===== src/rtl/core/rbb_pkg.sv =====
package rbb_pkg;

    localparam int COORD_BITS  = 16;
    localparam int DIFF_BITS   = COORD_BITS + 1;
    localparam int MAG_BITS    = COORD_BITS;
    localparam int AREA_BITS   = 2 * MAG_BITS;
    localparam int EXT_BITS    = DIFF_BITS + 1;
    localparam int SCALAR_BITS = 35;
    localparam int OP_BITS     = 4;

    // opcodes
    localparam logic [OP_BITS-1:0] OP_AREA      = 4'd0;
    localparam logic [OP_BITS-1:0] OP_EXT_SUM   = 4'd1;
    localparam logic [OP_BITS-1:0] OP_UNION     = 4'd2;
    localparam logic [OP_BITS-1:0] OP_INTER     = 4'd3;
    localparam logic [OP_BITS-1:0] OP_UNION_AR  = 4'd4;
    localparam logic [OP_BITS-1:0] OP_INTER_AR  = 4'd5;
    localparam logic [OP_BITS-1:0] OP_DEAD      = 4'd6;
    localparam logic [OP_BITS-1:0] OP_OVERLAP   = 4'd7;
    localparam logic [OP_BITS-1:0] OP_EQUAL     = 4'd8;
    localparam logic [OP_BITS-1:0] OP_INIT      = 4'd9;

    typedef struct packed {
        logic signed [COORD_BITS-1:0] min_x;
        logic signed [COORD_BITS-1:0] min_y;
        logic signed [COORD_BITS-1:0] max_x;
        logic signed [COORD_BITS-1:0] max_y;
    } t_box;

    // extents of one box along both axes
    typedef struct packed {
        logic signed [DIFF_BITS-1:0] dx;
        logic signed [DIFF_BITS-1:0] dy;
    } t_ext;

    // first stage result: boxes, extents and tests
    typedef struct packed {
        logic [OP_BITS-1:0]         op;
        t_box                       box;
        logic signed [EXT_BITS-1:0] ext_sum;
        logic                       flag;
        t_ext                       ext_a;
        t_ext                       ext_b;
        t_ext                       ext_u;
        t_ext                       ext_i;
    } t_geom;

    // second stage result: the four areas
    typedef struct packed {
        logic [OP_BITS-1:0]         op;
        t_box                       box;
        logic signed [EXT_BITS-1:0] ext_sum;
        logic                       flag;
        logic [AREA_BITS-1:0]       area_a;
        logic [AREA_BITS-1:0]       area_b;
        logic [AREA_BITS-1:0]       area_u;
        logic [AREA_BITS-1:0]       area_i;
    } t_area;

    function automatic logic signed [DIFF_BITS-1:0] diff(
        input logic signed [COORD_BITS-1:0] hi,
        input logic signed [COORD_BITS-1:0] lo
    );
        return DIFF_BITS'(hi) - DIFF_BITS'(lo);
    endfunction

    function automatic t_ext extents(input t_box b);
        t_ext e;
        e.dx = diff(b.max_x, b.min_x);
        e.dy = diff(b.max_y, b.min_y);
        return e;
    endfunction

    // magnitude of a difference; never exceeds the coordinate span
    function automatic logic [MAG_BITS-1:0] mag(input logic signed [DIFF_BITS-1:0] d);
        logic [DIFF_BITS-1:0] t;
        t = d[DIFF_BITS-1] ? (~d + 1'b1) : d;
        return t[MAG_BITS-1:0];
    endfunction

    function automatic logic signed [COORD_BITS-1:0] smin(
        input logic signed [COORD_BITS-1:0] a,
        input logic signed [COORD_BITS-1:0] b
    );
        return (a < b) ? a : b;
    endfunction

    function automatic logic signed [COORD_BITS-1:0] smax(
        input logic signed [COORD_BITS-1:0] a,
        input logic signed [COORD_BITS-1:0] b
    );
        return (a < b) ? b : a;
    endfunction

endpackage


===== src/rtl/core/rbb_geom.sv =====
module rbb_geom (
    input  logic                                 i_clk,
    input  logic                                 i_rst_n,
    input  logic                                 i_en,
    input  logic                                 i_valid,
    input  logic [rbb_pkg::OP_BITS-1:0]          i_opcode,
    input  rbb_pkg::t_box                        i_a,
    input  rbb_pkg::t_box                        i_b,
    output logic                                 o_valid,
    output rbb_pkg::t_geom                       o_geom
);

    rbb_pkg::t_box  ubox;
    rbb_pkg::t_box  ibox;
    rbb_pkg::t_ext  ext_a;
    rbb_pkg::t_geom n_geom;
    logic           overlap;
    logic           equal;
    logic           r_valid;
    rbb_pkg::t_geom r_geom;

    // union takes B alone when A is uninitialized
    always_comb begin
        if (i_a.min_x < 0) begin
            ubox = i_b;
        end else begin
            ubox.min_x = rbb_pkg::smin(i_a.min_x, i_b.min_x);
            ubox.min_y = rbb_pkg::smin(i_a.min_y, i_b.min_y);
            ubox.max_x = rbb_pkg::smax(i_a.max_x, i_b.max_x);
            ubox.max_y = rbb_pkg::smax(i_a.max_y, i_b.max_y);
        end
        ibox.min_x = rbb_pkg::smax(i_a.min_x, i_b.min_x);
        ibox.min_y = rbb_pkg::smax(i_a.min_y, i_b.min_y);
        ibox.max_x = rbb_pkg::smin(i_a.max_x, i_b.max_x);
        ibox.max_y = rbb_pkg::smin(i_a.max_y, i_b.max_y);
    end

    // tests
    assign overlap = !((i_b.min_x > i_a.max_x) || (i_b.max_x < i_a.min_x) ||
                       (i_b.min_y > i_a.max_y) || (i_b.max_y < i_a.min_y));
    assign equal   = (i_a == i_b);
    assign ext_a   = rbb_pkg::extents(i_a);

    always_comb begin
        n_geom.op      = i_opcode;
        n_geom.box     = '0;
        n_geom.flag    = 1'b0;
        n_geom.ext_sum = rbb_pkg::EXT_BITS'(ext_a.dx) + rbb_pkg::EXT_BITS'(ext_a.dy);
        n_geom.ext_a   = ext_a;
        n_geom.ext_b   = rbb_pkg::extents(i_b);
        n_geom.ext_u   = rbb_pkg::extents(ubox);
        n_geom.ext_i   = rbb_pkg::extents(ibox);
        case (i_opcode)
            rbb_pkg::OP_UNION:   n_geom.box  = ubox;
            rbb_pkg::OP_INTER:   n_geom.box  = ibox;
            rbb_pkg::OP_OVERLAP: n_geom.flag = overlap;
            rbb_pkg::OP_EQUAL:   n_geom.flag = equal;
            rbb_pkg::OP_INIT:    n_geom.flag = !i_a.min_x[rbb_pkg::COORD_BITS-1];
            default:             n_geom.flag = 1'b0;
        endcase
    end

    // stage register
    always_ff @(posedge i_clk) begin
        if (!i_rst_n) begin
            r_valid <= 1'b0;
        end else if (i_en) begin
            r_valid <= i_valid;
        end
    end

    always_ff @(posedge i_clk) begin
        if (i_en) begin
            r_geom <= n_geom;
        end
    end

    assign o_valid = r_valid;
    assign o_geom  = r_geom;

endmodule


===== src/rtl/core/rbb_area.sv =====
module rbb_area (
    input  logic           i_clk,
    input  logic           i_rst_n,
    input  logic           i_en,
    input  logic           i_valid,
    input  rbb_pkg::t_geom i_geom,
    output logic           o_valid,
    output rbb_pkg::t_area o_area
);

    rbb_pkg::t_area n_area;
    logic           r_valid;
    rbb_pkg::t_area r_area;

    function automatic logic [rbb_pkg::AREA_BITS-1:0] area(input rbb_pkg::t_ext e);
        logic [rbb_pkg::AREA_BITS-1:0] mx;
        logic [rbb_pkg::AREA_BITS-1:0] my;
        mx = rbb_pkg::AREA_BITS'(rbb_pkg::mag(e.dx));
        my = rbb_pkg::AREA_BITS'(rbb_pkg::mag(e.dy));
        return mx * my;
    endfunction

    // four multipliers side by side
    always_comb begin
        n_area.op      = i_geom.op;
        n_area.box     = i_geom.box;
        n_area.ext_sum = i_geom.ext_sum;
        n_area.flag    = i_geom.flag;
        n_area.area_a  = area(i_geom.ext_a);
        n_area.area_b  = area(i_geom.ext_b);
        n_area.area_u  = area(i_geom.ext_u);
        n_area.area_i  = area(i_geom.ext_i);
    end

    // stage register
    always_ff @(posedge i_clk) begin
        if (!i_rst_n) begin
            r_valid <= 1'b0;
        end else if (i_en) begin
            r_valid <= i_valid;
        end
    end

    always_ff @(posedge i_clk) begin
        if (i_en) begin
            r_area <= n_area;
        end
    end

    assign o_valid = r_valid;
    assign o_area  = r_area;

endmodule


===== src/rtl/core/rbb_combine.sv =====
module rbb_combine (
    input  logic                                  i_clk,
    input  logic                                  i_rst_n,
    input  logic                                  i_en,
    input  logic                                  i_valid,
    input  rbb_pkg::t_area                        i_area,
    output logic                                  o_valid,
    output rbb_pkg::t_box                         o_box,
    output logic signed [rbb_pkg::SCALAR_BITS-1:0] o_scalar,
    output logic                                  o_flag
);

    localparam int SB = rbb_pkg::SCALAR_BITS;

    logic signed [SB-1:0] dead;
    logic signed [SB-1:0] n_scalar;
    logic                 r_valid;
    rbb_pkg::t_box        r_box;
    logic signed [SB-1:0] r_scalar;
    logic                 r_flag;

    // dead space stays inside the scalar range, no saturation needed
    assign dead = SB'(i_area.area_u) - SB'(i_area.area_a) - SB'(i_area.area_b)
                + SB'(i_area.area_i);

    always_comb begin
        case (i_area.op)
            rbb_pkg::OP_AREA:     n_scalar = SB'(i_area.area_a);
            rbb_pkg::OP_EXT_SUM:  n_scalar = SB'(i_area.ext_sum);
            rbb_pkg::OP_UNION_AR: n_scalar = SB'(i_area.area_u);
            rbb_pkg::OP_INTER_AR: n_scalar = SB'(i_area.area_i);
            rbb_pkg::OP_DEAD:     n_scalar = dead;
            default:              n_scalar = '0;
        endcase
    end

    // output register
    always_ff @(posedge i_clk) begin
        if (!i_rst_n) begin
            r_valid <= 1'b0;
        end else if (i_en) begin
            r_valid <= i_valid;
        end
    end

    always_ff @(posedge i_clk) begin
        if (i_en) begin
            r_box    <= i_area.box;
            r_scalar <= n_scalar;
            r_flag   <= i_area.flag;
        end
    end

    assign o_valid  = r_valid;
    assign o_box    = r_box;
    assign o_scalar = r_scalar;
    assign o_flag   = r_flag;

endmodule


===== src/rtl/core/rect_bounding_box_unit.sv =====
// Channel  Direction  Handshake          Payload
// in       input      i_valid / o_stall  i_opcode, i_a_*, i_b_*
// out      output     o_valid / i_stall  o_box_*, o_scalar_value, o_test_flag
//
// Three register stages: box and extent logic, area multipliers, combine and
// output register. One item per cycle is taken while o_stall is low.
// Reset is synchronous, active low, and clears the stage valid bits only.
// The stages advance together; a stalled full output holds the whole
// pipeline, and o_stall is then raised so nothing is dropped.
module rect_bounding_box_unit (
    input  logic                                   i_clk,
    input  logic                                   i_rst_n,
    input  logic                                   i_valid,
    output logic                                   o_stall,
    input  logic [rbb_pkg::OP_BITS-1:0]            i_opcode,
    input  logic signed [rbb_pkg::COORD_BITS-1:0]  i_a_min_x,
    input  logic signed [rbb_pkg::COORD_BITS-1:0]  i_a_min_y,
    input  logic signed [rbb_pkg::COORD_BITS-1:0]  i_a_max_x,
    input  logic signed [rbb_pkg::COORD_BITS-1:0]  i_a_max_y,
    input  logic signed [rbb_pkg::COORD_BITS-1:0]  i_b_min_x,
    input  logic signed [rbb_pkg::COORD_BITS-1:0]  i_b_min_y,
    input  logic signed [rbb_pkg::COORD_BITS-1:0]  i_b_max_x,
    input  logic signed [rbb_pkg::COORD_BITS-1:0]  i_b_max_y,
    output logic                                   o_valid,
    input  logic                                   i_stall,
    output logic signed [rbb_pkg::COORD_BITS-1:0]  o_box_min_x,
    output logic signed [rbb_pkg::COORD_BITS-1:0]  o_box_min_y,
    output logic signed [rbb_pkg::COORD_BITS-1:0]  o_box_max_x,
    output logic signed [rbb_pkg::COORD_BITS-1:0]  o_box_max_y,
    output logic signed [rbb_pkg::SCALAR_BITS-1:0] o_scalar_value,
    output logic                                   o_test_flag
);

    logic           en;
    rbb_pkg::t_box  a_box;
    rbb_pkg::t_box  b_box;
    rbb_pkg::t_box  out_box;
    logic           geom_valid;
    rbb_pkg::t_geom geom;
    logic           area_valid;
    rbb_pkg::t_area area;

    // pipeline moves unless a finished item is held at the output
    assign en      = !(o_valid && i_stall);
    assign o_stall = !en;

    assign a_box = '{min_x: i_a_min_x, min_y: i_a_min_y, max_x: i_a_max_x, max_y: i_a_max_y};
    assign b_box = '{min_x: i_b_min_x, min_y: i_b_min_y, max_x: i_b_max_x, max_y: i_b_max_y};

    rbb_geom u_geom (
        .i_clk    (i_clk),
        .i_rst_n  (i_rst_n),
        .i_en     (en),
        .i_valid  (i_valid),
        .i_opcode (i_opcode),
        .i_a      (a_box),
        .i_b      (b_box),
        .o_valid  (geom_valid),
        .o_geom   (geom)
    );

    rbb_area u_area (
        .i_clk   (i_clk),
        .i_rst_n (i_rst_n),
        .i_en    (en),
        .i_valid (geom_valid),
        .i_geom  (geom),
        .o_valid (area_valid),
        .o_area  (area)
    );

    rbb_combine u_combine (
        .i_clk    (i_clk),
        .i_rst_n  (i_rst_n),
        .i_en     (en),
        .i_valid  (area_valid),
        .i_area   (area),
        .o_valid  (o_valid),
        .o_box    (out_box),
        .o_scalar (o_scalar_value),
        .o_flag   (o_test_flag)
    );

    assign o_box_min_x = out_box.min_x;
    assign o_box_min_y = out_box.min_y;
    assign o_box_max_x = out_box.max_x;
    assign o_box_max_y = out_box.max_y;

    // input is held back only by a full, stalled output
    a_stall_src: assert property (@(posedge i_clk) disable iff (!i_rst_n)
        o_stall |-> (o_valid && i_stall))
        else $error("input stalled without a held output item");

    // a test result carries no scalar and no box
    a_flag_alone: assert property (@(posedge i_clk) disable iff (!i_rst_n)
        (o_valid && o_test_flag) |-> (o_scalar_value == 0 && out_box == '0))
        else $error("test flag set alongside other result fields");

    // a box result carries no scalar and no flag
    a_box_alone: assert property (@(posedge i_clk) disable iff (!i_rst_n)
        (o_valid && out_box != '0) |-> (o_scalar_value == 0 && !o_test_flag))
        else $error("box result set alongside other result fields");

    // a stalled output item stays put until it is taken
    a_hold: assert property (@(posedge i_clk) disable iff (!i_rst_n)
        (o_valid && i_stall) |=> (o_valid && $stable(out_box) &&
                                  $stable(o_scalar_value) && $stable(o_test_flag)))
        else $error("stalled output item changed");

endmodule


===== config.mk =====
export PLATFORM = sky130hd
export DESIGN_NAME = rect_bounding_box_unit
export DESIGN_NICKNAME = d
export VERILOG_FILES = /design/src/rtl/core/rbb_pkg.sv /design/src/rtl/core/rbb_geom.sv /design/src/rtl/core/rbb_area.sv /design/src/rtl/core/rbb_combine.sv /design/src/rtl/core/rect_bounding_box_unit.sv
export SDC_FILE = /design/constraint.sdc
export NUM_CORES = 2
export LEC_CHECK = 0
export BUFFER_PORTS_ARGS = -buffer_cell sky130_fd_sc_hd__buf_2
export CORE_MARGIN = 2
export CORE_UTILIZATION = 47
export CTS_CLUSTER_SIZE = 24
export DETAILED_ROUTE_END_ITERATION = 12
export GPL_TIMING_DRIVEN = 0
export HOLD_SLACK_MARGIN = 0.15
export PLACE_DENSITY = 0.66
export SKIP_CTS_REPAIR_TIMING = 1
export SYNTH_ARGS = -nofsm -noshare
export SYNTH_HDL_FRONTEND = slang
export SYNTH_SLANG_ARGS = --single-unit

===== constraint.sdc =====
create_clock -name i_clk -period 12.7 [get_ports i_clk]
set_clock_uncertainty 0.05 [all_clocks]
set_input_delay 0.635 -clock i_clk [delete_from_list [all_inputs] [get_ports i_clk]]
set_output_delay 0.635 -clock i_clk [all_outputs]
set_load 0.005 [all_outputs]

==> flow_summary_export.csv <==
group,metric,value,unit
run_status,outcome,"complete, but fails checks",
run_status,violations,"capacitance limit, slew limit",
sta,slew_viol_final,11,
yosys,synthArstFlopShare,0,%
sta,setup_viol_count_final,0,
routing,drt_iter0_markers,5195,
sta,period_minus_slack,10.37,ns
sta,tightest_slew,1.50,ns
setup_path,cpMaxStageDelayCell,"o41ai_1",
floorplan,die_h,383,um
routing,route.detailed.drc,0,
setup_path,r2r_cells,28,
yosys,synth_cells,6984,
yosys,synthesis.nets,8699,
yosys,syn-cell-area,0.0674,sq mm
global_routing,grt_pass1_wl,334,mm
routing,first_pass_iters,6,
cells_and_area,fin_nets,9003,
cells_and_area,final_layout_size_suffix_gt1_share,5.68,%
global_routing,grt_max_degree,126,
placement,port_buffers,237,
worst_hold_path,hold_path_class,"primary input to register",
global_routing,overflow,0,
placement,place_ws,2.52,ns
setup_path,crit_path_frequent_cell,"fa_1",
routing,ant_nets,0,
routing,wl_per_cell,24.7,um
setup_path,r2r_slack,2.33,ns
clocking,cts.sinks,541,
worst_hold_path,min_path_cells,3,
sta,fin_tns_setup,0,ns
sta,fin_crit_sh,81.6,%
clocking,ctsHtreeMaxLevel,2,
sta,fmax,96.5,MHz
sta,hold_viol,0,
setup_path,slowest_delay,0.76,ns
clocking,root_buffer,"clkbuf_16",
setup_path,r2r_start,"u_geom.o_geom[51]$_DFFE_PN_",
sta,setup_ws,2.33,ns
routing,wirelength,228,mm
yosys,ys.flop_type,"edfxtp_1",
setup_path,path_class,"register to register",
setup_path,end_kind,"register",
sta,maxSlewHeadroom,-0.947,%
yosys,yosysSeqAreaShare,24.1,%
global_routing,antenna_found_initial,55,
routing,vias_per_cell,5.73,
floorplan,start_util,47.5,%
run,drv_cap,3,
cells_and_area,final_core_util,51.6,%
setup_path,r2r-end,"u_area.o_area[61]$_DFFE_PN_",
floorplan,rows,138,
floorplan,core_area,0.142,sq mm
setup_path,crit_path_max_fanout,10,
routing,vias,52924,
placement,gp_congestion,1.01,
clocking,tritoncts,"built",
setup_path,start_kind,"register",
clocking,numCtsBuffers,59,
yosys,syn_area_per_cell,9.64,sq um
clocking,ctsLongestPathBuffers,3,
global_routing,grt_pass1_vias,51788,
yosys,synth_edf_count,538,
setup_path,critPathRequiredTime,13.05,ns
yosys,synth_cell_types,94,
clocking,clk_latency,0.71,ns
worst_hold_path,whs_endpoint,"u_geom.o_valid$_SDFFE_PN0N_",
floorplan,io_pins,238,
yosys,ys_warn_count,0,
clocking,clk_transition_reported_paths,0.07,ns
worst_hold_path,min_from,"i_valid",
placement,place_hpwl,192,mm
cells_and_area,area_growth,8.63,%
floorplan,die_w,383,um
yosys,ys_ff_latch,541,
floorplan,die_area,0.146,sq mm
global_routing,grt_usage,30.9,%
setup_path,arrival,10.72,ns
sta,rsz0062_at_grt,"false",
## logic make-up (layout without fill, tap and decap cells)
kind of cell               after synthesis  in the layout  synth area share, %
adders and majority gates             1579           1579                 38.4
buffers and inverters                 1298           1652                 7.28
other                                    0             16                    0
xor gates and xnor gates               464            464                 6.13
DFF                                    541            541                 24.1
AOI/OAI and AO/OA                     1181           1181                 11.7
muxes                                   11             11                0.163
and+or+nand+nor                       1910           1910                 12.3
## routing by layer
metal  vias to the layer above  share of wire, %  global-route usage (%)
met5                         -              0.19                       0
li1                      23735                 -                       -
met3                       536                11                    8.32
met1                     25993                42                    42.6
met4                        66               5.4                    13.5
met2                      2594                42                    45.6
## worst max-delay path, delay by kind of cell (launching register included)
family,cells,cell delay (ns)
AND/OR/NAND/NOR,3,0.59
buffers and inverters,6,1.58
adder cells (fa/ha/maj),8,3.68
flip-flops,1,0.56
XOR/XNOR,2,0.48
AO/OA/AOI/OAI,9,3.12
## synth_stat cells, types with 7 or more instances
library cell | count | share of area, %
nand2b_1 | 78 | 0.72
a211o_1 | 7 | 0.091
or2_2 | 14 | 0.13
o21ai_0 | 232 | 1.7
clkbuf_1 | 114 | 0.64
a31oi_1 | 36 | 0.33
nor2b_1 | 53 | 0.49
inv_1 | 1165 | 6.5
a31o_2 | 7 | 0.091
nand3_1 | 56 | 0.42
xor2_1 | 164 | 2.1
nand2_1 | 739 | 4.1
a21o_1 | 159 | 1.8
a22o_1 | 69 | 0.90
nand3b_1 | 7 | 0.078
edfxtp_1 | 538 | 24
ha_1 | 761 | 14
mux2i_1 | 11 | 0.16
and4_1 | 7 | 0.091
o41ai_1 | 14 | 0.18
nor2_1 | 715 | 4.0
o31a_1 | 11 | 0.14
a211oi_1 | 28 | 0.31
nor3_1 | 58 | 0.43
o21ai_1 | 19 | 0.14
fa_1 | 818 | 24
o31ai_1 | 34 | 0.38
nand4_1 | 28 | 0.26
o21bai_1 | 38 | 0.42
or3_1 | 35 | 0.33
o21a_1 | 58 | 0.65
a221oi_1 | 13 | 0.17
o22ai_1 | 10 | 0.093
a22oi_1 | 40 | 0.45
o2111ai_1 | 14 | 0.18
o211ai_1 | 18 | 0.20
xnor2_1 | 293 | 3.8
and2_1 | 45 | 0.42
a21boi_0 | 18 | 0.20
or4_1 | 16 | 0.18
buf_2 | 11 | 0.082
nor4_1 | 9 | 0.084
a21oi_1 | 289 | 2.1
and3_1 | 31 | 0.29
## layout by cell type, fill, tap and decap left out, types with 38 or more instances in the layout
master / count
a21o_1: 159
a21oi_1: 289
a22o_1: 69
a22oi_1: 40
and2_1: 45
buf_2: 248
clkbuf_1: 121
clkbuf_16: 60
edfxtp_1: 538
fa_1: 818
ha_1: 761
inv_1: 1165
nand2_1: 738
nand2b_1: 78
nand3_1: 56
nor2_1: 715
nor2b_1: 53
nor3_1: 58
o21a_1: 58
o21ai_0: 230
o21bai_1: 38
xnor2_1: 290
xor2_1: 164
## registers in the layout, indices dropped and copies added (netlist names)
| register | cells |
|---|---|
| u_area.o_area | 215 |
| u_area.o_valid | 1 |
| u_combine.o_box | 64 |
| u_geom.o_geom | 223 |
| u_combine.o_valid | 1 |
| u_combine.o_scalar | 35 |
| u_combine.o_flag | 1 |
| u_geom.o_valid | 1 |
## area by class of cell
cell class / count / area [sq um]
clock buffer: 67 / 1530
inverter: 1167 / 4380
fill: 13109 / 68800
tap: 1890 / 2360
clock inverter: 44 / 523
timing repair buffer: 243 / 1310
sequential: 541 / 16200
buffer: 131 / 520
antenna: 16 / 40.0
multi-input combinational: 5145 / 46300
## per-stage QoR
stage	std cells	instance area, sq um	hold WS (ns)
after global routing	9229	73100	0.162
after global placement	9111	70900	0.353
after detailed placement	9116	71100	0.355
after CTS	9227	73100	0.113
final	9244	73200	0.163
after floorplan	6984	67400	0.350
## worst max-delay path by stage
stage,slack [ns],start,endpoint
2_1_floorplan,4.20,i_stall,u_combine.o_valid$_SDFFE_PN0N_
3_3_place_gp,1.52,i_stall,o_stall
3_5_place_dp,2.52,u_geom.o_geom[51]$_DFFE_PN_,u_area.o_area[61]$_DFFE_PN_
4_1_cts,2.48,u_geom.o_geom[51]$_DFFE_PN_,u_area.o_area[61]$_DFFE_PN_
5_1_grt,1.91,u_geom.o_geom[51]$_DFFE_PN_,u_area.o_area[61]$_DFFE_PN_
6_report,2.33,u_geom.o_geom[51]$_DFFE_PN_,u_area.o_area[61]$_DFFE_PN_
Power is not shown: default switching activity piles up to over one toggle a cycle in this logic, so the estimate is an artifact.
